### config.mk
export PLATFORM = sky130hd
export DESIGN_NAME = tcc_cursor
export DESIGN_NICKNAME = d
export VERILOG_FILES = /design/src/hdl/tcc_pkg.sv /design/src/hdl/tcc_cursor.sv
export SDC_FILE = /design/constraint.sdc
export NUM_CORES = 1
export LEC_CHECK = 0
export ABC_AREA = 1
export BUFFER_PORTS_ARGS = -buffer_cell sky130_fd_sc_hd__buf_2
export CORE_ASPECT_RATIO = 1.1
export CORE_MARGIN = 2
export CORE_UTILIZATION = 30
export DETAILED_ROUTE_END_ITERATION = 7
export GPL_ROUTABILITY_DRIVEN = 0
export HOLD_SLACK_MARGIN = 0.03
export PLACE_DENSITY_LB_ADDON = 0.2
export SETUP_SLACK_MARGIN = 0.05
export SYNTH_ARGS = -nofsm -noshare
export SYNTH_HDL_FRONTEND = slang
export SYNTH_SLANG_ARGS = --single-unit
### constraint.sdc
create_clock -name clk -period 5.8 [get_ports clk]
set_input_delay 1.16 -clock clk [delete_from_list [all_inputs] [get_ports clk]]
set_output_delay 1.16 -clock clk [all_outputs]
set_load 0.01 [all_outputs]
### src/hdl/tcc_pkg.sv
`default_nettype none
package tcc_pkg;

  localparam int SCREEN_COLUMNS = 80;
  localparam int SCREEN_ROWS    = 25;
  localparam int TAB_WIDTH      = 8;
  localparam int FIRST_TEXT_ROW = 1;

  localparam int COL_W   = 7;
  localparam int ROW_W   = 5;
  localparam int CHAR_W  = 8;
  localparam int COLOR_W = 4;
  localparam int ATTR_W  = 2 * COLOR_W;
  localparam int WORD_W  = ATTR_W + CHAR_W;
  localparam int IDX_W   = 11;
  localparam int IDX_CALC_W = ROW_W + COL_W;
  localparam int COL_COUNT  = 1 << COL_W;

  localparam int CFG_IDX_W  = 1;
  localparam int CFG_DATA_W = COLOR_W;

  typedef enum logic [CFG_IDX_W-1:0] {
    REG_TEXT_COLOR = 1'b0,
    REG_BACK_COLOR = 1'b1
  } cfg_reg_t;

  localparam logic [CHAR_W-1:0] CHAR_SPACE = 8'h20;
  localparam logic [CHAR_W-1:0] CHAR_BS    = 8'h08;
  localparam logic [CHAR_W-1:0] CHAR_TAB   = 8'h09;
  localparam logic [CHAR_W-1:0] CHAR_LF    = 8'h0A;
  localparam logic [CHAR_W-1:0] CHAR_CR    = 8'h0D;

  localparam logic [COLOR_W-1:0] TEXT_COLOR_RESET = 4'd7;
  localparam logic [COLOR_W-1:0] BACK_COLOR_RESET = 4'd0;

  typedef struct packed {
    logic              cell_write;
    logic [IDX_W-1:0]  cell_address;
    logic [WORD_W-1:0] cell_word;
    logic              scroll_up;
    logic              clear_screen;
    logic [IDX_W-1:0]  cursor_index;
  } tcc_result_t;

  typedef logic [COL_W:0] tab_stop_t [COL_COUNT];

  function automatic tab_stop_t tab_stops();
    tab_stop_t t;
    for (int i = 0; i < COL_COUNT; i++) begin
      t[i] = (COL_W+1)'(i + TAB_WIDTH - (i % TAB_WIDTH));
    end
    return t;
  endfunction

  // next tab stop for every column value
  localparam tab_stop_t TAB_STOPS = tab_stops();

  function automatic logic [IDX_W-1:0] cell_index(input logic [ROW_W-1:0] row,
                                                  input logic [COL_W-1:0] col);
    logic [IDX_CALC_W-1:0] p;
    p = IDX_CALC_W'(row) * IDX_CALC_W'(SCREEN_COLUMNS) + IDX_CALC_W'(col);
    return p[IDX_W-1:0];
  endfunction

endpackage
`default_nettype wire

### src/hdl/tcc_cursor.sv
`default_nettype none
module tcc_cursor import tcc_pkg::*; (
  input  wire logic              clk,
  input  wire logic              rst_n,
  input  wire logic              step,
  input  wire logic              mode,
  input  wire logic [CHAR_W-1:0] char_code,
  input  wire logic [ATTR_W-1:0] attr,
  output tcc_result_t            res
);

  logic [COL_W-1:0] col_r, col_nxt;
  logic [ROW_W-1:0] row_r, row_nxt;
  logic [COL_W:0]   col_w;
  logic [ROW_W:0]   row_w;

  always_comb begin
    col_w            = {1'b0, col_r};
    row_w            = {1'b0, row_r};
    res.cell_write   = 1'b0;
    res.cell_address = '0;
    res.cell_word    = {attr, CHAR_SPACE};
    res.scroll_up    = 1'b0;
    res.clear_screen = 1'b0;
    if (mode) begin
      res.clear_screen = 1'b1;
      col_w = '0;
      row_w = (ROW_W+1)'(FIRST_TEXT_ROW);
    end else begin
      priority if (char_code >= CHAR_SPACE) begin
        res.cell_write   = 1'b1;
        res.cell_address = cell_index(row_r, col_r);
        res.cell_word    = {attr, char_code};
        col_w = col_w + 1'b1;
      end else if (char_code == CHAR_BS) begin
        if (col_r != '0) col_w = col_w - 1'b1;
      end else if (char_code == CHAR_TAB) begin
        col_w = TAB_STOPS[col_r];
      end else if (char_code == CHAR_CR) begin
        col_w = '0;
      end else if (char_code == CHAR_LF) begin
        col_w = '0;
        row_w = row_w + 1'b1;
      end else begin
        // ignore other control bytes
      end
      // wrap past the last column
      if (col_w >= (COL_W+1)'(SCREEN_COLUMNS)) begin
        col_w = '0;
        row_w = row_w + 1'b1;
      end
      // hold the bottom row and ask for a scroll
      if (row_w >= (ROW_W+1)'(SCREEN_ROWS)) begin
        res.scroll_up = 1'b1;
        row_w = (ROW_W+1)'(SCREEN_ROWS - 1);
      end
    end
    col_nxt          = col_w[COL_W-1:0];
    row_nxt          = row_w[ROW_W-1:0];
    res.cursor_index = cell_index(row_nxt, col_nxt);
  end

  always_ff @(posedge clk) begin
    if (!rst_n) begin
      col_r <= '0;
      row_r <= ROW_W'(FIRST_TEXT_ROW);
    end else if (step) begin
      col_r <= col_nxt;
      row_r <= row_nxt;
    end
  end

endmodule
`default_nettype wire

=== Word-level counts from Yosys, hierarchy flattened ===
Memory sizes are Yosys's and may differ from the RTL's.
Index checks and enable logic that the tools add are counted.

* Add/subtract/negate cells: 6
* $mul: 2
* $lt $le $gt $ge: 4
* Equal/unequal tests: 4
* Muxes and demuxes: 25
* Bitwise gates (word level): 1
* Reductions and logical operators: 1

{| class="wikitable"
|+ Operators by type and width
! cell !! count
|-
| $mux W8 || 7
|-
| $mux W6 || 8
|-
| $eq A8 B4 Y1 const B || 4
|-
| $mux W29 || 1
|-
| $mux W28 || 1
|-
| $mux W7 || 4
|-
| $add A11 B7 Y11 || 2
|-
| $mul A5 B3 Y7 const B || 2
|-
| $mux W5 || 2
|-
| $add A7 B1 Y8 const B || 1
|-
| $ge A8 B6 Y1 const B || 1
|-
| $ge A8 B7 Y1 const B || 1
|-
| $ge A8 B8 Y1 const B || 1
|-
| $not A7 Y8 || 1
|-
| $sub A7 B1 Y8 const B || 1
|-
| $reduce_bool A7 Y1 || 1
|-
| $add A5 B1 Y6 const B || 1
|-
| $add A6 B1 Y6 const B || 1
|-
| $ge A6 B5 Y1 const B || 1
|-
| $mux W1 || 2
|}

* Bits in registers: 12
* Memory bits (read-only): 1024
* Input bits: 20
* Output and inout bits: 41
* Logic and storage cells: 46
* Memories kept: 1

{| class="wikitable"
|+ Memories
! name !! words !! width !! read ports !! clocked after Yosys merged registers in !! wr ports !! line !! RTL
|-
| (no name shown) || 128 || 8 || 1 || 0 || 0 || tcc_cursor.sv:38 || <nowiki>col_w = TAB_STOPS[col_r];</nowiki>
|}

=== Logic depth before layout (Yosys ltp) ===
Gate-level depths: netlist of the first run.

* Word-level depth: 16
* Depth in mapped cells: 32
* Depth with buffers taken out: 31

=== Least setup slack after synthesis of the first run ===
Ideal clock, no wire load.

* Kind: input -> output
* From: input char_code[4]
* To: output res[10] (netlist name)
* Arrival: 4069 ps
* Data required time: 4640 ps
* Setup slack: 571 ps
* Cell stages on the path: 29
* Path buffers: 1
* Cells stage by stage: nor2_1 > nand2_2 > nor2_4 > nand2_2 > inv_2 > nand2_4 > nand2_4 > nand2_1 > nand2_1 > nand2_2 > nand2_2 > nand2_4 > nand2_4 > buf_6 > xor2_1 > nor2_1 > nand2_1 > nand2_2 > nand2_1 > o21ai_2 > ha_1 > ha_1 > inv_1 > fa_1 > nor2_1 > inv_1 > nor2_1 > nand2_1 > nand2_1

{| class="wikitable"
|+ RTL lines
! element !! line !! RTL
|-
| start: declaration || tcc_cursor.sv:7 || <nowiki>input wire logic [CHAR_W-1:0] char_code,</nowiki>
|-
| end: declaration || tcc_cursor.sv:9 || <nowiki>output tcc_result_t res</nowiki>
|}

==> impl_metrics.ini, run 1 <==
[timing]
whs_ns = 0.553
rsz0062_at_grt = true
slew_headroom_pct = 65.1
period_needed_ns = 5.56
hold_viol = 0
fin_crit_sh_pct = 95.9
setup_tns_ns = 0
clock_skew_ns = 0.000482
fmax_ghz = 0.180
slew_violations = 0
tightest_slew_ns = 0.522
setup_viol = 0

[placed_design]
dp_hpwl_um = 5210
io_buffers = 44

[die]
die_area_um2 = 8700
num_io_pins = 61
num_rows = 34
start_util_pct = 30.5
core_area_um2 = 7830
die-width_um = 89.1
dieHeight_um = 97.6

[synthesis]
synthesis.yosys.warnings = 0
synth_seq_area_share_pct = 10.1
synth.distinct_cells = 36
syn_area_um2 = 2390
avgSynthCellArea_um2 = 6.21
synth-seq-cells = 12
syn_inst = 385
synthesis.nets = 433

[drt]
first_iter_violations = 118
final_antenna_net_count = 0
first_pass_iters = 5
vias = 2479
drt-wirelength-per-cell_um = 11.8
viasPerCell = 4.58
drc = 0
wirelength_um = 6400

[cts]
numCtsBuffers = 3
htreeDepth = 1
clockBufferDepth = 2
clk_latency_ns = 0.24
clock_sinks = 12
tritoncts = built
clk_pin_slew_ns = 0.05
root_buffer = clkbuf_8

[global_route]
use_met3_pct = 1.10
first_global_vias = 2332
antenna_found_initial = 0
grt_most_used_layer = met2
met2_usage_pct = 26.7
grt-ovfl-total = 0
grt_max_degree = 20
grt_pass1_wl_um = 10400
grt_util_all_layers_pct = 14.5
grtUsageMet1_pct = 17.4

[critical_path]
critical_path_class = in -> out
required_ns = 4.64
startpoint_type = input pin
arrival_ns = 4.40
critPathCaptureType = output pin
crit_fanout = 4

[cells_and_area]
diodes = 0
finalNetCount = 482
syn2layout_area_growth_pct = 26.4
drive_above_1_share_pct = 32.6
utilization_pct = 38.6

[power]
leakage_uw = 0.00156
ir_drop_mv = 0.0581
powerDensity_nw_per_um2 = 120

[worst_hold_path]
holdCritPathClass = reg -> reg

[status]
status = complete, no violations

[run]
cap_viol_max_count = 0
flip-flops by register name, summed over array words and instances, names as in the netlist:
register	flops
col_r	7
row_r	5
layout make-up:
| type | count | area, um^2 |
|---|---|---|
| clock buffer | 4 | 55.1 |
| timing repair buffer | 64 | 393 |
| tap | 108 | 135 |
| sequential | 12 | 240 |
| fill | 866 | 4810 |
| multi-input combinational | 291 | 1960 |
| inverter | 62 | 239 |
repair_timing:
item / CTS / global route
buffers inserted: 1 / 12
gates resized for setup: 2 / 44
pin swaps: 1 / 17
hold buffers: 0 / 0
cloned: 0 / 1
setup endpoints to repair: 2 / 4
layer usage:
layer	wire, um	up-vias
met4	87	0
met3	213	8
met2	3300	48
met1	2800	1128
met5	0	-
li1	-	1295
synthesized netlist by cell type (all sizes together):
cell type    n  area [um^2]
nand2      109          499
inv         59          221
nor2        52          235
a21oi       24          131
ha          24          300
nand3       22          130
o21ai       20          111
buf         18          138
xor2        15          131
dfxtp       12          240
nand4        5         37.5
fa           4         80.1
clkbuf       3         11.3
clkinv       3         11.3
xnor2        3         26.3
a31oi        2         12.5
nor3         2         10.0
or2          2         12.5
a31o         1         8.76
o2111ai      1         8.76
o21a         1         7.51
o221ai       1         8.76
o311ai       1         8.76
o31ai        1         7.51
report_power, final:
group / internal [uW] / total, uW / switching, uW / leakage, uW
clock: 59.9 / 89.5 / 29.6 / 0.0000288
combinational: 73.4 / 179 / 106 / 0.00144
sequential: 86.5 / 94.8 / 8.30 / 0.0000983
path summary, 6_finish.rpt:
kind / slack [ns] / endpoint / start / cells past startpoint
max: 0.24 / res[9] / char_code[6] / 23
min: 0.55 / col_r[0]$_SDFFE_PN0P_ / col_r[0]$_SDFFE_PN0P_ / 2
max reg2reg: 3.07 / col_r[5]$_SDFFE_PN0P_ / col_r[3]$_SDFFE_PN0P_ / 18
min reg2reg: 0.55 / col_r[0]$_SDFFE_PN0P_ / col_r[0]$_SDFFE_PN0P_ / 2
cells by family after synthesis:
| group | Yosys count | synth area share, % |
|---|---|---|
| AO/OA/AOI/OAI | 52 | 12.8 |
| XOR/XNOR | 18 | 6.60 |
| adder cells (fa/ha/maj) | 28 | 15.9 |
| buffers and inverters | 83 | 16.0 |
| flip-flops | 12 | 10.1 |
| AND/OR/NAND/NOR | 192 | 38.7 |
through the flow:
stage | instance area [um^2] | std cells | total power, uW | worst slack (ns)
after floorplan | 2390 | 385 | 212 | 0.571
after CTS | 2720 | 528 | 342 | 0.0460
final | 3020 | 541 | 364 | 0.238
after global placement | 2650 | 523 | 249 | 0.0614
after detailed placement | 2650 | 523 | 250 | -0.0190
after global routing | 3020 | 541 | 391 | -0.00784
critical path: stages:
cell and delay (ns):
buf_2 0.12, nor2_4 0.10, nand2_4 0.08, nor2_4 0.18, buf_4 0.16, xor2_2 0.15, inv_2 0.08, ha_1 0.20
nand3_1 0.10, xor2_1 0.17, nand2_1 0.08, o21ai_2 0.08, nor2_2 0.05, nand2_2 0.10, nand2_2 0.08, o21ai_4 0.19
ha_4 0.16, ha_4 0.14, inv_4 0.03, fa_2 0.47, nor3_2 0.22, xnor2_1 0.13, buf_2 0.14
cells in the final DEF, fill, tap and decap left out, types with 3 or more instances in the layout:
cell,netlist,routed
buf_2,2,43
nand4_1,4,4
nor2_2,4,4
xor2_1,15,13
inv_2,5,8
o21ai_0,14,14
nand2_1,91,85
nand3_1,18,18
nor2_4,4,9
buf_4,14,18
ha_1,24,20
ha_4,0,4
o21ai_2,3,4
nand2_2,9,14
dfxtp_1,12,12
inv_1,54,50
nor2_1,44,39
xnor2_1,3,3
nand3_2,4,4
nand2_4,9,10
a21oi_1,23,21
clkbuf_8,0,4
No activity file was read; power rests on OpenSTA's default activity.
==> run 2, diff against run 1 <==
- ABC_AREA: 1 -> default
- RECOVER_POWER: default -> 100
- SLEW_MARGIN: default -> 40
==> impl_metrics.ini, run 2 <==
[drt]
drt-wirelength-per-cell_um = 13.3
drc = 0
wirelength_um = 7160
first_pass_iters = 4
vias = 2619
final_antenna_net_count = 0
viasPerCell = 4.88
first_iter_violations = 124

[timing]
fin_crit_sh_pct = 117
tightest_slew_ns = 0.545
hold_viol = 0
fin_ws_ns = -1.00
slew_headroom_pct = 63.4
fmax_ghz = 0.147
slew_violations = 0
period_needed_ns = 6.80
rsz0062_at_grt = true
setup_viol = 5
clock_skew_ns = 0.00362

[cells_and_area]
finish.instance_area_um2 = 3610
finalNetCount = 479
most-common-layout-cells = buf_4, buf_2, nor2_1, ha_1, xnor2_1
diodes = 0
syn2layout_area_growth_pct = 52.2
utilization_pct = 46.4
max_flop_register = col_r
drive_above_1_share_pct = 41.7
largest_reg_flops = 7
mostFrequentLayoutCell = buf_4
final-seq-area_um2 = 240
fillers = 781
multiInputGateArea_um2 = 2180
reg_top3 = col_r x7, row_r x5

[synthesis]
synthesis.nets = 360
synth.distinct_cells = 63
synth-seq-cells = 12
yosysTopAreaCellShare_pct = 12.6
synth_seq_area_share_pct = 10.1
syn_area_um2 = 2370
synth_area_leader_cell = ha_1
synth_edf_count = 0
avgSynthCellArea_um2 = 7.61
ys_top_cells_by_area = ha_1, dfxtp_1, xnor2_1
synthFlopType = dfxtp_1
yosysMostFrequentCell = ha_1
async_flop_share_pct = 0
synth_commonest_cells = ha_1, nor2_1, xnor2_1
synthesis.yosys.warnings = 0
syn_inst = 312

[critical_path]
arrival_ns = 5.64
startpoint_type = input pin
crit_path_top_delay_cell = fa_2
path_common_cell = ha_4
crit_fanout = 3
critPathCaptureType = output pin
required_ns = 4.64
critical_path_class = in -> out
critical_path.max_stage_delay_ns = 0.65
path_cells = buf_6, or3b_4, or3_4, xnor2_4, ha_4, xnor2_2, o31a_1, o211ai_1, a211oi_2, o22ai_1, o311ai_2, or2_1, nor2_4, ha_4, ha_4, inv_2, fa_2, nor2_4, and3_4, a2111oi_4, a211oi_2, xor2_1, buf_2

[global_route]
first_global_vias = 2627
grt_max_degree = 14
antenna_found_initial = 0
grt_util_all_layers_pct = 17.0
grt_pass1_wl_um = 12300
grt-ovfl-total = 0

[cts]
clk_pin_slew_ns = 0.05
clockBufferDepth = 2
htreeDepth = 1
clock_sinks = 12
root_buffer = clkbuf_8
tritoncts = built
numCtsBuffers = 3
hold_buffers = 0
clk_latency_ns = 0.24

[placed_design]
dp_hpwl_um = 5770
io_buffers = 44
placed_cell_area_um2 = 3360

[die]
start_util_pct = 30.5
dieHeight_um = 97.3
die-width_um = 88.8
num_io_pins = 61
die_area_um2 = 8640
num_rows = 34
core_area_um2 = 7780

[worst_hold_path]
holdCritPathClass = reg -> reg

[status]
violations = negative setup slack
status = complete, but fails checks

[power]
ir_drop_mv = 0.151
leakage_uw = 0.00160
powerDensity_nw_per_um2 = 65.2

[run]
cap_viol_max_count = 0
-- run 2: changes by cell type after synthesis, sizes merged, moves of 9 or more --
cell / delta
a21oi: -12
and2: +11
inv: -46
mux2i: +11
nand2: -90
nand3: -13
nor2: -30
nor2b: +15
nor3: +11
o21ai: -13
xnor2: +17
xor2: -9
-- run 2: metal layers --
| metal | vias to the layer above | part of all wire (%) | track usage (%) |
|---|---|---|---|
| li1 | 1343 | - | - |
| met5 | - | 0 | 0 |
| met4 | 0 | 0.27 | 1.28 |
| met3 | 4 | 2.9 | 1.44 |
| met1 | 1227 | 48 | 24.4 |
| met2 | 45 | 49 | 28.6 |
-- run 2: final timing paths --
check,startpoint,end,slack [ns],depth (start not counted)
setup / recovery,char_code[2],res[10],-1.00,23
hold / removal,row_r[4]$_SDFFE_PN0P_,row_r[4]$_SDFFE_PN0P_,0.63,2
hold reg to reg,row_r[4]$_SDFFE_PN0P_,row_r[4]$_SDFFE_PN0P_,0.63,2
setup reg to reg,col_r[0]$_SDFFE_PN0P_,row_r[2]$_SDFFE_PN0P_,2.25,15
-- run 2: layout make-up --
type	instances	share of cell area [%]
clock buffers	3	1.14
inverters	13	1.35
multi-input cells	259	60.2
flip-flops and latches	12	6.65
well taps	108	3.74
repair buffers	142	26.9
-- run 2: kinds of logic (layout without fill, tap and decap cells) --
| logic type | count (synthesis) | in the layout | share of synthesized area [%] |
|---|---|---|---|
| buffers and inverters | 41 | 158 | 8.96 |
| DFF | 12 | 12 | 10.1 |
| AOI/OAI and AO/OA | 64 | 64 | 19.7 |
| adders and majority gates | 28 | 28 | 16.0 |
| xor gates and xnor gates | 26 | 26 | 9.59 |
| muxes | 12 | 12 | 5.11 |
| and+or+nand+nor | 129 | 129 | 30.6 |
-- run 2: power by group --
group / internal (uW) / switching [uW] / total [uW]
Combinational: 37.5 / 39.6 / 77.2
Clock: 45.7 / 29.0 / 74.7
Sequential: 83.4 / 0.503 / 83.9
Total: 167 / 69.2 / 236
-- run 2: critical path: cells and delay by family --
kind                     cells  cell delay (ns)
XOR/XNOR                     3             0.45
AND/OR/NAND/NOR              6             1.47
AO/OA/AOI/OAI                7             1.20
buffers and inverters        3             0.27
adder cells (fa/ha/maj)      4             1.11
-- run 2: metrics by stage --
step | hold slack (ns) | worst slack [ns] | cells | TNS [ns] | power, uW
5_1_grt | 0.686 | -1.22 | 537 | -4.17 | 251
4_1_cts | 0.653 | -0.894 | 541 | -3.61 | 238
6_report | 0.634 | -1.00 | 537 | -3.17 | 236
2_1_floorplan | 0.540 | -0.828 | 312 | -1.68 | 131
3_3_place_gp | 0.631 | -0.976 | 526 | -3.05 | 160
3_5_place_dp | 0.644 | -1.05 | 526 | -3.41 | 161
-- run 2: timing repair --
action,CTS,global route
setup buffers,12,5
endpoints found under the setup margin,6,6
hold endpoints to repair,0,0
pin swaps,13,25
resized for setup,21,23
